File: config.mk
export PLATFORM = sky130hd
export DESIGN_NAME = sccrc_front
export DESIGN_NICKNAME = d
export VERILOG_FILES = /design/src/sccrc_pkg.sv /design/src/sccrc_front.sv
export SDC_FILE = /design/constraint.sdc
export NUM_CORES = 1
export LEC_CHECK = 0
export BUFFER_PORTS_ARGS = -buffer_cell sky130_fd_sc_hd__clkbuf_2
export CORE_UTILIZATION = 45
export CTS_CLUSTER_SIZE = 14
export DETAILED_ROUTE_END_ITERATION = 10
export PLACE_DENSITY = 0.66
export SYNTH_ARGS = -nofsm -noshare
export SYNTH_HDL_FRONTEND = slang
export SYNTH_SLANG_ARGS = --single-unit
File: constraint.sdc
create_clock -name clk_i -period 6.8 [get_ports clk_i]
set_clock_uncertainty 0.05 [all_clocks]
set_input_delay 0.34 -clock clk_i [delete_from_list [all_inputs] [get_ports clk_i]]
set_output_delay 0.34 -clock clk_i [all_outputs]
set_load 0.02 [all_outputs]
File: src/sccrc_pkg.sv
package sccrc_pkg;

  localparam int unsigned PosWidthDefault = 10;
  localparam int unsigned QueueDepth      = 2;

  localparam logic [9:0]  FrameLengthReset = 10'd518;
  localparam logic [9:0]  FirstOffsetReset = 10'h039;
  localparam logic [15:0] CrcPoly          = 16'h1021;
  localparam logic [15:0] CrcInit          = 16'hFFFF;
  localparam logic [15:0] CrcTop           = 16'h8000;

  typedef enum logic {
    CFG_FRAME_LENGTH = 1'b0,
    CFG_FIRST_OFFSET = 1'b1
  } cfg_idx_e;

  typedef enum logic [2:0] {
    PH_WAIT,
    PH_ID,
    PH_LEN,
    PH_PAYLOAD,
    PH_CRCLO,
    PH_CRCHI,
    PH_HALT
  } phase_e;

  typedef enum logic [2:0] {
    CL_NONE,
    CL_ID,
    CL_LEN,
    CL_PAYLOAD,
    CL_CRCLO,
    CL_CRCHI,
    CL_OVERRUN
  } class_e;

  typedef struct packed {
    logic [7:0] frame_byte;
    logic       frame_first;
  } in_t;

  typedef struct packed {
    logic [7:0]  block_id;
    logic [7:0]  block_len;
    logic [9:0]  block_start;
    logic [15:0] computed_crc;
    logic        crc_ok;
    logic        overrun;
  } out_t;

  typedef struct packed {
    logic [9:0] frame_length;
    logic [9:0] first_block_offset;
  } cfg_t;

  typedef struct packed {
    class_e     cls;
    logic       first;
    logic [7:0] data;
    logic [9:0] pos;
  } item_t;

  function automatic logic [15:0] crc_byte(logic [15:0] crc_in, logic [7:0] b);
    logic [15:0] c;
    c = crc_in ^ {b, 8'h00};
    for (int k = 0; k < 8; k++) begin
      if ((c & CrcTop) != 16'h0000) begin
        c = {c[14:0], 1'b0} ^ CrcPoly;
      end else begin
        c = {c[14:0], 1'b0};
      end
    end
    return c;
  endfunction

endpackage

File: src/sccrc_front.sv
module sccrc_front #(
  parameter int unsigned POS_WIDTH = sccrc_pkg::PosWidthDefault
) (
  input  logic               clk_i,
  input  logic               rst_ni,
  input  logic               accept_i,
  input  sccrc_pkg::in_t     in_data_i,
  input  sccrc_pkg::cfg_t    cfg_i,
  output sccrc_pkg::item_t   item_o
);

  localparam int unsigned CmpWidth = (POS_WIDTH > 10) ? POS_WIDTH : 10;
  localparam logic [POS_WIDTH-1:0] PosMax = {POS_WIDTH{1'b1}};

  sccrc_pkg::phase_e phase_q, phase_d, phase_cur;
  logic [POS_WIDTH-1:0] pos_q, pos_d, p;
  logic [9:0]  start_q, start_d;
  logic [7:0]  left_q, left_d, left_dec;
  logic [10:0] end_sum;
  logic        in_frame, ovr, at_offset;

  assign p         = in_data_i.frame_first ? '0 : pos_q;
  assign pos_d     = (p < PosMax) ? p + POS_WIDTH'(1) : PosMax;
  assign in_frame  = CmpWidth'(p) < CmpWidth'(cfg_i.frame_length);
  assign at_offset = CmpWidth'(p) == CmpWidth'(cfg_i.first_block_offset);
  assign end_sum   = 11'(start_q) + 11'(in_data_i.frame_byte) + 11'd4;
  assign ovr       = end_sum > 11'(cfg_i.frame_length);
  assign left_dec  = left_q - 8'd1;

  always_comb begin
    phase_cur = in_data_i.frame_first ? sccrc_pkg::PH_WAIT : phase_q;
    if (phase_cur == sccrc_pkg::PH_WAIT && at_offset) begin
      phase_cur = sccrc_pkg::PH_ID;
    end
  end

  always_comb begin
    phase_d = phase_cur;
    start_d = start_q;
    left_d  = left_q;
    unique case (phase_cur)
      sccrc_pkg::PH_WAIT: ;
      sccrc_pkg::PH_ID: begin
        if (in_frame) begin
          start_d = 10'(p);
          phase_d = sccrc_pkg::PH_LEN;
        end else begin
          phase_d = sccrc_pkg::PH_HALT;
        end
      end
      sccrc_pkg::PH_LEN: begin
        if (ovr) begin
          phase_d = sccrc_pkg::PH_HALT;
        end else begin
          left_d  = in_data_i.frame_byte;
          phase_d = (in_data_i.frame_byte != 8'd0) ? sccrc_pkg::PH_PAYLOAD
                                                   : sccrc_pkg::PH_CRCLO;
        end
      end
      sccrc_pkg::PH_PAYLOAD: begin
        left_d = left_dec;
        if (left_dec == 8'd0) begin
          phase_d = sccrc_pkg::PH_CRCLO;
        end
      end
      sccrc_pkg::PH_CRCLO:  phase_d = sccrc_pkg::PH_CRCHI;
      sccrc_pkg::PH_CRCHI:  phase_d = sccrc_pkg::PH_ID;
      default:              phase_d = sccrc_pkg::PH_HALT;
    endcase
  end

  always_comb begin
    item_o.first = in_data_i.frame_first;
    item_o.data  = in_data_i.frame_byte;
    item_o.pos   = 10'(p);
    unique case (phase_cur)
      sccrc_pkg::PH_ID:      item_o.cls = in_frame ? sccrc_pkg::CL_ID : sccrc_pkg::CL_NONE;
      sccrc_pkg::PH_LEN:     item_o.cls = ovr ? sccrc_pkg::CL_OVERRUN : sccrc_pkg::CL_LEN;
      sccrc_pkg::PH_PAYLOAD: item_o.cls = sccrc_pkg::CL_PAYLOAD;
      sccrc_pkg::PH_CRCLO:   item_o.cls = sccrc_pkg::CL_CRCLO;
      sccrc_pkg::PH_CRCHI:   item_o.cls = sccrc_pkg::CL_CRCHI;
      default:               item_o.cls = sccrc_pkg::CL_NONE;
    endcase
  end

  always_ff @(posedge clk_i or negedge rst_ni) begin
    if (!rst_ni) begin
      phase_q <= sccrc_pkg::PH_WAIT;
      pos_q   <= '0;
      start_q <= '0;
      left_q  <= '0;
    end else if (accept_i) begin
      phase_q <= phase_d;
      pos_q   <= pos_d;
      start_q <= start_d;
      left_q  <= left_d;
    end
  end

endmodule

==> run_results.csv <==
group,metric,value,unit
clock_network,clock_path_buffers,2,
synth,synth_fa_ha_area_share,15.8,%
power_and_ir_drop,p_leak,1.70,nW
flow_run,cap_violations,0,
power_and_ir_drop,powerDensity,264,nW/um2
synth,synth_flop_cell,"dfrtp_1",
power_and_ir_drop,intPower,0.532,mW
clock_network,cts.root.buffer_cell,"clkbuf_8",
cells_and_area,area_growth_syn_to_layout,11.0,%
power_and_ir_drop,p_clk_share,18.3,%
power_and_ir_drop,p_switching,0.391,mW
power_and_ir_drop,p_comb_share,49.2,%
setup_path,rr_startpoint,"start_q[1]$_DFFE_PN0P_",
global_routing,grt-ovfl-total,0,
cells_and_area,fin_nets,476,
routing,vias_per_cell,6.05,
timing,final.setup.tns,0,ps
die,row_count,30,
placed_design,placed_cell_area,3380,um2
clock_network,clock_sinks,31,
die,initial_core_util,46.5,%
die,die_h,85.5,um
cells_and_area,final_layout_size_suffix_gt1_share,19.7,%
routing,num_vias,2940,
timing,worstMarginPinSlew,982,ps
die,io-pin-count,54,
min_path,hp-class,"in2async",
global_routing,grt_start_max_net_pins,38,
routing,ant_nets,0,
synth,syn_avg_cell_area,8.56,um2
power_and_ir_drop,ir_drop,0.000100,V
synth,muxShareOfSynthArea,4.94,%
setup_path,crit_path_start_kind,"flop",
global_routing,grt_pass1_wl,13.8,mm
timing,finalCriticalPeriod,4540,ps
timing,finalHoldViolCount,0,
synth,yosysUniqueCellTypes,59,
timing,slew_headroom,33.6,%
setup_path,worstSetupPathType,"reg2out",
global_routing,grt_usage,24.0,%
routing,drt-total-wl,8.13,mm
power_and_ir_drop,power_frac_seq,32.5,%
routing,drt_iter0_drc,155,
setup_path,end_kind,"primary output",
clock_network,cts.repair.resized,0,
placed_design,io_buffers,53,
synth,synthArstFlopShare,100,%
synth,synth_compound_area_share,22.3,%
setup_path,r2r_cells,15,
synth,synth_nets,438,
setup_path,rr_endpoint,"left_q[6]$_DFFE_PN0P_",
synth,synth-edff-count,0,
routing,wl_per_cell,16.7,um
setup_path,path_max_fanout,3,
setup_path,required,6410,ps
die,die_w,85.5,um
setup_path,arrival,4150,ps
cells_and_area,n_antenna_cell,0,
die,fp.coreArea,6760,um2
synth,synth_seq_cells,31,
clock_network,clk_latency,290,ps
timing,setup_violations,0,
cells_and_area,final_area,3490,um2
placed_design,dp_hpwl,6.43,mm
clock_network,cts_tree,"yes",
synth,synth_top_family_by_area,"compound AO/OA/AOI/OAI gates",
clock_network,h-tree-depth,2,
clock_network,path_clk_slew,70,ps
power_and_ir_drop,swShare,42.4,%
clock_network,postCtsSetupRepairBufs,0,
routing,drtPass1Iterations,4,
timing,fin_crit_sh,66.7,%
clock_network,cts_hold_buf,0,
synth,ys_seq_area_share,24.7,%
synth,synth_area,3140,um2
timing,whs,85.6,ps
synth,synthSimpleGateAreaFrac,20.4,%
die,die_area,7320,um2
timing,fmax,220,MHz
timing,drv_slew,0,
synth,yosysWarnings,0,
placed_design,gp_congestion,0.873,
clock_network,numCtsBuffers,5,
setup_path,r2r_slack,2640,ps
routing,drc,0,
run_status,status,"finished clean",
timing,rsz0062_at_grt,"false",
global_routing,antenna_found_initial,0,
synth,synthCells,367,
global_routing,grt_pass1_vias,2876,
synth,synth-xor-area-share,4.74,%
-- critical path, cell delays in order (launching register included) --
cell and delay, ps:
dfrtp_1 390, ha_1 300, ha_1 240, fa_1 410
a21o_1 190, a21oi_1 210, nor2b_1 80, o21a_1 180
o41ai_1 300, xnor2_1 130, ha_1 210, a211oi_1 220
o221ai_1 210, o211ai_1 310, nand2_1 150, a21o_1 180
clkbuf_2 150
-- state kept, by name, indices dropped and copies added (netlist names) --
register and count:
phase_q 3, start_q 10, pos_q 10, left_q 8
-- routing by layer --
layer	track usage, %	share of wire (%)	vias to the layer above
met4	9.39	3.4	0
met3	4.23	3.7	18
met5	0	0	-
met1	30.4	45	1420
met2	40.7	48	74
li1	-	-	1428
-- per-stage QoR --
stage | worst slack (ps) | cells | utilization [%] | total power, mW
finish | 2260 | 486 | 51.6 | 0.922
detailed placement | 2500 | 478 | 50.1 | 0.751
floorplan | 3030 | 367 | - | 0.636
global route | 2010 | 486 | 51.6 | 1.01
CTS | 2270 | 486 | 51.6 | 0.921
global placement | 2630 | 478 | 50.1 | 0.736
-- cell usage after synthesis (3+ instances only) --
cell      count  area (um2)
xor2_1        3        26.3
o32a_1        3        30.0
nor3_1        8        40.0
clkbuf_1     10        37.5
o211ai_1      4        30.0
buf_4        10        75.1
xnor2_1      14         123
inv_1        26        97.6
mux2_2       12         135
o32ai_1       3        26.3
nand4_1       3        18.8
dfrtp_1      31         776
nand2b_1      4        25.0
and2_1        3        18.8
nor2b_1      10        62.6
a21oi_1      21         105
o22a_1        6        52.6
and3_1       13        81.3
o21ai_0      23         115
o21a_1        6        45.0
ha_1         38         475
nor4bb_1      3        30.0
nor2_1       26        97.6
a21o_1        6        45.0
a31oi_1      10        62.6
nand3_1      10        50.1
nand2_1      20        75.1
-- logic make-up after synthesis --
| kind of cell | after synthesis |
|---|---|
| simple gates | 115 |
| buf+inv | 48 |
| xor+xnor | 17 |
| compound gates | 103 |
| fa+ha+maj | 39 |
| flops | 31 |
| mux | 14 |
-- worst max path at each step --
| stage | end | start | cells after the start |
|---|---|---|---|
| 2_1_floorplan | item_o[21] | start_q[1]$_DFFE_PN0P_ | 15 |
| 3_3_place_gp | item_o[21] | in_data_i[2] | 17 |
| 3_5_place_dp | item_o[21] | in_data_i[2] | 17 |
| 4_1_cts | item_o[21] | start_q[1]$_DFFE_PN0P_ | 16 |
| 5_1_grt | item_o[21] | start_q[1]$_DFFE_PN0P_ | 16 |
| 6_report | item_o[21] | start_q[1]$_DFFE_PN0P_ | 16 |
-- area by class of cell --
class                   instances  area, um2
well taps                      80        100
inverters                      26       97.6
multi-input cells             288       2140
flip-flops and latches         31        776
fillers                       642       3270
repair buffers                 53        265
clock inverters                 1       7.51
clock buffers                   7       96.3
-- power by group through the flow --
stage | combinational, mW | sequential (mW) | clock (mW)
2_1_floorplan | 0.363 | 0.274 | 0
3_3_place_gp | 0.436 | 0.300 | 0
3_5_place_dp | 0.449 | 0.302 | 0
4_1_cts | 0.452 | 0.299 | 0.169
5_1_grt | 0.515 | 0.310 | 0.180
6_report | 0.454 | 0.300 | 0.168
-- cell usage in the layout, fill, tap and decap left out, types with 12 or more instances in the layout --
cell      Yosys  layout
ha_1         38      38
and3_1       13      13
nor2_1       26      26
a21oi_1      21      21
xnor2_1      14      14
mux2_2       12      12
o21ai_0      23      23
clkbuf_2      0      53
dfrtp_1      31      31
inv_1        26      26
nand2_1      20      20
Power figures use the tool's default switching activity.
